### config.mk
export PLATFORM = sky130hd
export DESIGN_NAME = frp_ctrl
export DESIGN_NICKNAME = d
export VERILOG_FILES = /design/src/rtl/frame_rate_resample_picker_assert.svh /design/src/rtl/frp_pkg.sv /design/src/rtl/frp_ctrl.sv
export SDC_FILE = /design/constraint.sdc
export NUM_CORES = 1
export LEC_CHECK = 0
export BUFFER_PORTS_ARGS = -buffer_cell sky130_fd_sc_hd__buf_4
export CAP_MARGIN = 40
export CORE_MARGIN = 5
export CORE_UTILIZATION = 40
export DETAILED_ROUTE_END_ITERATION = 12
export HOLD_SLACK_MARGIN = 0.05
export PLACE_DENSITY_LB_ADDON = 0.2
export SYNTH_ARGS = -nofsm -noshare
export SYNTH_HDL_FRONTEND = slang
export SYNTH_SLANG_ARGS = --single-unit
### constraint.sdc
create_clock -name clk -period 7 [get_ports clk]
set_input_delay 1.4 -clock clk [delete_from_list [all_inputs] [get_ports clk]]
set_output_delay 1.4 -clock clk [all_outputs]
set_load 0.03 [all_outputs]
### src/rtl/frame_rate_resample_picker_assert.svh
// Assertion macros for the frame rate resample picker.
// Used by the top level; depends on nothing else.
`ifndef FRAME_RATE_RESAMPLE_PICKER_ASSERT_SVH
`define FRAME_RATE_RESAMPLE_PICKER_ASSERT_SVH

// The consequent must hold in the same cycle as the antecedent.
`define FRP_ASSERT_IMPLY(lbl, clk_s, rst_n_s, ante, cons, msg) \
	lbl: assert property (@(posedge clk_s) disable iff (!rst_n_s) (ante) |-> (cons)) \
		else $error(msg);

// The consequent must hold in the cycle after the antecedent.
`define FRP_ASSERT_NEXT(lbl, clk_s, rst_n_s, ante, cons, msg) \
	lbl: assert property (@(posedge clk_s) disable iff (!rst_n_s) (ante) |=> (cons)) \
		else $error(msg);

`endif

### src/rtl/frp_pkg.sv
// Shared types and constants of the frame rate resample picker.
// Used by the controller, the datapath, the divider and the top level.
package frp_pkg;

	localparam int PTS_W    = 63;
	localparam int IDX_W    = 32;
	localparam int NUM_W    = 20;
	localparam int DEN_W    = 10;
	localparam int MODE_W   = 2;
	localparam int CHOICE_W = 2;
	localparam int WGT_W    = 9;
	localparam int CFG_IDX_W = 2;
	localparam int K_W      = 30;
	localparam int P_W      = 62;
	localparam int T_W      = 64;
	localparam int BIS_W    = 33;
	localparam int RND_W    = 27;
	localparam int WSTEP_W  = 4;

	localparam logic [NUM_W-1:0] US_PER_S   = 20'd1000000;
	localparam logic [RND_W-1:0] ROUND_SCALE = 27'd100;
	localparam logic [RND_W-1:0] ROUND_THR   = 27'd51;
	localparam logic [WSTEP_W-1:0] WGT_STEPS = 4'd9;
	localparam logic [WGT_W-1:0] WGT_FULL    = 9'd256;

	localparam logic [CFG_IDX_W-1:0] CFG_RATE_NUM = 2'd0;
	localparam logic [CFG_IDX_W-1:0] CFG_RATE_DEN = 2'd1;
	localparam logic [CFG_IDX_W-1:0] CFG_MODE     = 2'd2;

	localparam logic [MODE_W-1:0] MODE_NEAREST = 2'd0;

	localparam logic [CHOICE_W-1:0] CH_OLDER = 2'd0;
	localparam logic [CHOICE_W-1:0] CH_NEWER = 2'd1;
	localparam logic [CHOICE_W-1:0] CH_BLEND = 2'd2;

	// Output tdata layout, lowest bit first.
	localparam int PTS_LSB    = 0;
	localparam int IDX_LSB    = PTS_LSB + PTS_W;
	localparam int CHOICE_LSB = IDX_LSB + IDX_W;
	localparam int WO_LSB     = CHOICE_LSB + CHOICE_W;
	localparam int WN_LSB     = WO_LSB + WGT_W;
	localparam int OUT_BITS   = WN_LSB + WGT_W;
	localparam int OUT_DATA_W = ((OUT_BITS + 7) / 8) * 8;
	localparam int IN_DATA_W  = ((PTS_W + 7) / 8) * 8;

	typedef enum logic [15:0] {
		S_IDLE   = 16'b0000_0000_0000_0001,
		S_MUL1   = 16'b0000_0000_0000_0010,
		S_MUL2   = 16'b0000_0000_0000_0100,
		S_DIVGO  = 16'b0000_0000_0000_1000,
		S_DIV    = 16'b0000_0000_0001_0000,
		S_RND    = 16'b0000_0000_0010_0000,
		S_ADD    = 16'b0000_0000_0100_0000,
		S_TEST   = 16'b0000_0000_1000_0000,
		S_DIFF   = 16'b0000_0001_0000_0000,
		S_SUM    = 16'b0000_0010_0000_0000,
		S_WGTGO  = 16'b0000_0100_0000_0000,
		S_WGT    = 16'b0000_1000_0000_0000,
		S_CHOOSE = 16'b0001_0000_0000_0000,
		S_PUSH   = 16'b0010_0000_0000_0000,
		S_BISM   = 16'b0100_0000_0000_0000,
		S_SPARE  = 16'b1000_0000_0000_0000
	} frp_state_t;

	typedef enum logic [2:0] {
		PH_NORMAL = 3'b001,
		PH_PROBE  = 3'b010,
		PH_BISECT = 3'b100
	} frp_phase_t;

	typedef struct packed {
		logic load_in;
		logic mul1;
		logic mul2;
		logic use_mid;
		logic div_start;
		logic rnd;
		logic add;
		logic dcalc;
		logic sum;
		logic wgt_start;
		logic choose;
		logic bis_init;
		logic bis_lo;
		logic bis_hi;
		logic bis_mid;
		logic idx_from_hi;
		logic push;
		logic push_last;
		logic push_ovf;
	} frp_cmd_t;

	typedef struct packed {
		logic primed;
		logic div_done;
		logic wgt_done;
		logic due;
		logic bis_more;
		logic out_free;
	} frp_status_t;

endpackage

### src/rtl/frp_ctrl.sv
// Controller state machine: sequences the wanted time evaluation, the
// burst loop and the index bisection. Depends on frp_pkg.
module frp_ctrl #(
	parameter int MAX_BURST = 64
) (
	input  logic                 clk,
	input  logic                 arst_n,
	input  logic                 in_valid,
	output logic                 in_ready,
	input  frp_pkg::frp_status_t st,
	output frp_pkg::frp_cmd_t    cmd
);

	localparam int CNT_W = $clog2(MAX_BURST + 1);

	frp_pkg::frp_state_t state_q, state_d;
	frp_pkg::frp_phase_t phase_q, phase_d;
	logic [CNT_W-1:0]    count_q, count_d;
	logic                pend_q, pend_d, last_q, last_d, ovf_q, ovf_d;

	always_comb begin
		cmd     = '0;
		state_d = state_q;
		phase_d = phase_q;
		count_d = count_q;
		pend_d  = pend_q;
		last_d  = last_q;
		ovf_d   = ovf_q;
		cmd.use_mid = (phase_q == frp_pkg::PH_BISECT);
		unique case (state_q)
			frp_pkg::S_IDLE: begin
				if (in_valid) begin
					cmd.load_in = 1'b1;
					count_d = '0;
					phase_d = frp_pkg::PH_NORMAL;
					pend_d  = 1'b0;
					ovf_d   = 1'b0;
					if (st.primed) begin
						state_d = frp_pkg::S_MUL1;
					end
				end
			end
			frp_pkg::S_MUL1: begin
				cmd.mul1 = 1'b1;
				state_d  = frp_pkg::S_MUL2;
			end
			frp_pkg::S_MUL2: begin
				cmd.mul2 = 1'b1;
				state_d  = frp_pkg::S_DIVGO;
			end
			frp_pkg::S_DIVGO: begin
				cmd.div_start = 1'b1;
				state_d = frp_pkg::S_DIV;
			end
			frp_pkg::S_DIV: begin
				if (st.div_done) begin
					state_d = frp_pkg::S_RND;
				end
			end
			frp_pkg::S_RND: begin
				cmd.rnd = 1'b1;
				state_d = frp_pkg::S_ADD;
			end
			frp_pkg::S_ADD: begin
				cmd.add = 1'b1;
				state_d = frp_pkg::S_TEST;
			end
			frp_pkg::S_TEST: begin
				unique case (phase_q)
					frp_pkg::PH_NORMAL: begin
						if (st.due) begin
							// The earlier result is known not to be the last one.
							if (pend_q) begin
								last_d  = 1'b0;
								state_d = frp_pkg::S_PUSH;
							end else begin
								state_d = frp_pkg::S_DIFF;
							end
						end else if (pend_q) begin
							last_d  = 1'b1;
							state_d = frp_pkg::S_PUSH;
						end else begin
							state_d = frp_pkg::S_IDLE;
						end
					end
					frp_pkg::PH_PROBE: begin
						if (st.due) begin
							cmd.bis_init = 1'b1;
							ovf_d   = 1'b1;
							phase_d = frp_pkg::PH_BISECT;
							state_d = frp_pkg::S_BISM;
						end else begin
							last_d  = 1'b1;
							state_d = frp_pkg::S_PUSH;
						end
					end
					frp_pkg::PH_BISECT: begin
						cmd.bis_lo = st.due;
						cmd.bis_hi = !st.due;
						state_d = frp_pkg::S_BISM;
					end
					default: state_d = frp_pkg::S_IDLE;
				endcase
			end
			frp_pkg::S_DIFF: begin
				cmd.dcalc = 1'b1;
				state_d   = frp_pkg::S_SUM;
			end
			frp_pkg::S_SUM: begin
				cmd.sum = 1'b1;
				state_d = frp_pkg::S_WGTGO;
			end
			frp_pkg::S_WGTGO: begin
				cmd.wgt_start = 1'b1;
				state_d = frp_pkg::S_WGT;
			end
			frp_pkg::S_WGT: begin
				if (st.wgt_done) begin
					state_d = frp_pkg::S_CHOOSE;
				end
			end
			frp_pkg::S_CHOOSE: begin
				cmd.choose = 1'b1;
				pend_d  = 1'b1;
				count_d = count_q + 1'b1;
				if (count_q == CNT_W'(MAX_BURST - 1)) begin
					phase_d = frp_pkg::PH_PROBE;
				end
				state_d = frp_pkg::S_MUL1;
			end
			frp_pkg::S_PUSH: begin
				if (st.out_free) begin
					cmd.push      = 1'b1;
					cmd.push_last = last_q;
					cmd.push_ovf  = ovf_q;
					pend_d  = 1'b0;
					state_d = last_q ? frp_pkg::S_IDLE : frp_pkg::S_DIFF;
				end
			end
			frp_pkg::S_BISM: begin
				if (st.bis_more) begin
					cmd.bis_mid = 1'b1;
					state_d = frp_pkg::S_MUL1;
				end else begin
					cmd.idx_from_hi = 1'b1;
					last_d  = 1'b1;
					state_d = frp_pkg::S_PUSH;
				end
			end
			default: state_d = frp_pkg::S_IDLE;
		endcase
	end

	always_ff @(posedge clk or negedge arst_n) begin
		if (!arst_n) begin
			state_q <= frp_pkg::S_IDLE;
			phase_q <= frp_pkg::PH_NORMAL;
			count_q <= '0;
			pend_q  <= 1'b0;
			last_q  <= 1'b0;
			ovf_q   <= 1'b0;
		end else begin
			state_q <= state_d;
			phase_q <= phase_d;
			count_q <= count_d;
			pend_q  <= pend_d;
			last_q  <= last_d;
			ovf_q   <= ovf_d;
		end
	end

	assign in_ready = (state_q == frp_pkg::S_IDLE);

endmodule

==> impl_metrics.ini <==
[yosys]
synth_edf_count = 0
synth_seq_area_share_pct = 40.9
synth_largest_area_cell = dfrtp_1
ys_warn_count = 0
synthTopCellsByArea = dfrtp_1 38%, nor3b_1 4.4%, nor2_1 4.2%, o21ai_0 3.5%, nor4_1 3.3%
synth_ff_type = dfrtp_1
syn_inst = 187
async_flop_share_pct = 100
synth_top_area_share_pct = 37.9
synthTopCellsByCount = 26 x dfrtp_1, 19 x nor2_1, 13 x nand2_1
synth.distinct_cells = 48
yosysMostFrequentCell = dfrtp_1
syn_area_per_cell_sq_um = 9.19
synth_fp_nets = 197
synth_seq_cells = 28
syn_area_sq_um = 1720

[global_routing]
grt_usage_pct = 15.6
grt_max_degree = 29
antenna_found_initial = 0
grt_pass1_wl_um = 6890
grt_pass1_vias = 1442
grt_overflow_total = 0

[route]
drt-initial-drc-count = 105
ant_nets = 0
vias = 1500
drt_pass1_iterations = 4
drc = 0
via_per_inst = 5.73
wire_per_inst_um = 15.6
routed_wl_um = 4090

[pwr]
p_leak_nw = 0.932
seqPwrFrac_pct = 38.3
netSwitchingFraction_pct = 37.7
ir_worst_vdd_uv = 101
pwr-share-clk_pct = 25.4
switching_power_mw = 0.193
p_per_area_nw_per_um2 = 254
intPower_mw = 0.319
combPwrFrac_pct = 36.3

[sta]
setup_tns_ps = 0
holdWs_ps = 489
rsz0062_at_grt = no
fin_skew_ps = 3.26
period_share_pct = 59.8
worstMarginPinSlew_ps = 858
hold_viol_final = 0
max_clock_freq_mhz = 239
fin_crit_ps = 4180
setup_viol = 0
drv_slew = 0
relSlewSlack_pct = 42.3

[die]
core.rowCount = 23
ios = 29
coreArea_sq_um = 4090
die-area_sq_um = 5710
fp.dieW_um = 75.5
fp.dieH_um = 75.5
start_util_pct = 42.0

[final_layout]
n_fill_cell = 377
regArea_sq_um = 703
n_antenna_cell = 0
area_delta_synth_final_pct = 17.2
final_nets = 223
multiInputGateArea_sq_um = 947
post-route-util_pct = 49.3
layout-drive-gt1-share_pct = 24.1

[placed_design]
portBuffers = 28
gp_congestion = 0.915
dp_hpwl_um = 3120

[clock_network]
cts_tree = done
cts-root-buf = clkbuf_8
htree_levels = 1
ctsHoldBuffers = 0
clkTransAtPathRegs_ps = 100
cts_resized = 0
cts_buffer_depth = 2
numCtsBuffers = 3
clk_latency_ps = 280
post_cts_buffers = 0
clock-sinks = 28

[critical_path]
worstPathRequired_ps = 5600
r2r_setup_slack_ps = 4410
arrival_ps = 2780
regToRegEndpoint = state_q[5]
path_max_fanout = 10
worst-setup-path-type = flop to output port
cp-start-kind = flop
reg2regPathDepth = 5
endpoint = cmd[7]
r2r-start = state_q[3]
crit_start = state_q[8]
end_kind = output port

[worst_hold_path]
hold_class = flop to flop

[outcome]
outcome = complete, no violations

[flow_run]
max_cap_viol_count = 0
==> power groups by stage <==
stage               clock network [mW]  registers, mW  logic (mW)
floorplan                            0          0.183       0.146
global placement                     0          0.196       0.180
detailed placement                   0          0.198       0.184
CTS                              0.133          0.195       0.185
global route                     0.137          0.198       0.207
finish                           0.130          0.196       0.185
==> layout make-up <==
class	count	area share [%]
Multi-Input combinational cell	147	47.0
Sequential cell	28	34.9
Timing Repair Buffer	28	10.4
Tap cell	50	3.11
Clock buffer	3	2.05
Clock inverter	1	1.49
Inverter	5	0.932
==> through the flow <==
stage | power (mW) | instance area, sq um | setup slack (ps) | std cells
after floorplan | 0.329 | 1720 | 2910 | 187
after global placement | 0.376 | 1940 | 3160 | 258
after detailed placement | 0.382 | 1940 | 3120 | 258
after CTS | 0.513 | 2010 | 2840 | 262
after global routing | 0.542 | 2010 | 2640 | 262
final | 0.511 | 2010 | 2820 | 262
==> critical path, stage by stage (launching register included) <==
cell and delay, ps:
dfrtp_1 480, nor4_2 560, nand4_1 370, nor4_1 800
buf_4 290
==> kinds of logic (layout without fill, tap and decap cells) <==
family                     count (synthesis)  in the layout  share of synthesized area, %
and+or+nand+nor                          104            104                          37.1
AOI/OAI and AO/OA                         31             31                          11.4
DFF                                       28             28                          40.9
buffers and inverters                     12             37                          3.93
xor gates and xnor gates                   9              9                          4.59
muxes                                      2              2                          1.24
adders and majority gates                  1              1                         0.728
==> layout by cell type (no fill, tap or decap), types with 2 or more instances in the layout <==
cell,netlist,layout
dfrtp_1,26,26
a21oi_1,5,5
nand2b_1,7,7
nor2_1,19,19
a21o_1,2,2
and3_1,5,5
nand4b_1,2,2
clkbuf_8,0,3
or3b_2,4,4
nand2_1,13,13
nand3_1,2,2
buf_4,4,28
or3_1,2,2
xnor2_1,3,3
dfstp_2,2,2
o21a_1,2,2
o21ai_0,12,12
nor2b_1,3,3
xor2_1,6,6
nand4_1,5,5
nor4_1,9,9
and2_1,3,3
nor3_1,8,8
or4_4,3,3
nor3b_1,10,10
inv_1,5,5
or3_2,2,2
o22ai_1,2,2
==> per-layer routing <==
metal | vias up | GRT usage (%) | routed length (um)
met5 | - | 0 | 0
met4 | 0 | 5.24 | 57
met3 | 6 | 2.24 | 213
met2 | 52 | 23.5 | 1830
met1 | 715 | 23.0 | 1990
li1 | 727 | - | -
==> registers in the layout, indices dropped and copies added, names as in the netlist <==
| signal | flops |
|---|---|
| count_q | 7 |
| phase_q | 3 |
| state_q | 15 |
| last_q | 1 |
| pend_q | 1 |
| ovf_q | 1 |
==> how the worst min path moves through the flow <==
| stage | startpoint | cells past startpoint | end | slack (ps) |
|---|---|---|---|---|
| finish | ovf_q | 1 | ovf_q | 490 |
| global route | ovf_q | 1 | ovf_q | 520 |
| CTS | ovf_q | 1 | ovf_q | 500 |
| detailed placement | ovf_q | 1 | ovf_q | 480 |
| global placement | count_q[5] | 1 | count_q[5] | 460 |
| floorplan | ovf_q | 1 | ovf_q | 440 |
Note: power is estimated with default switching activity, not from simulation.
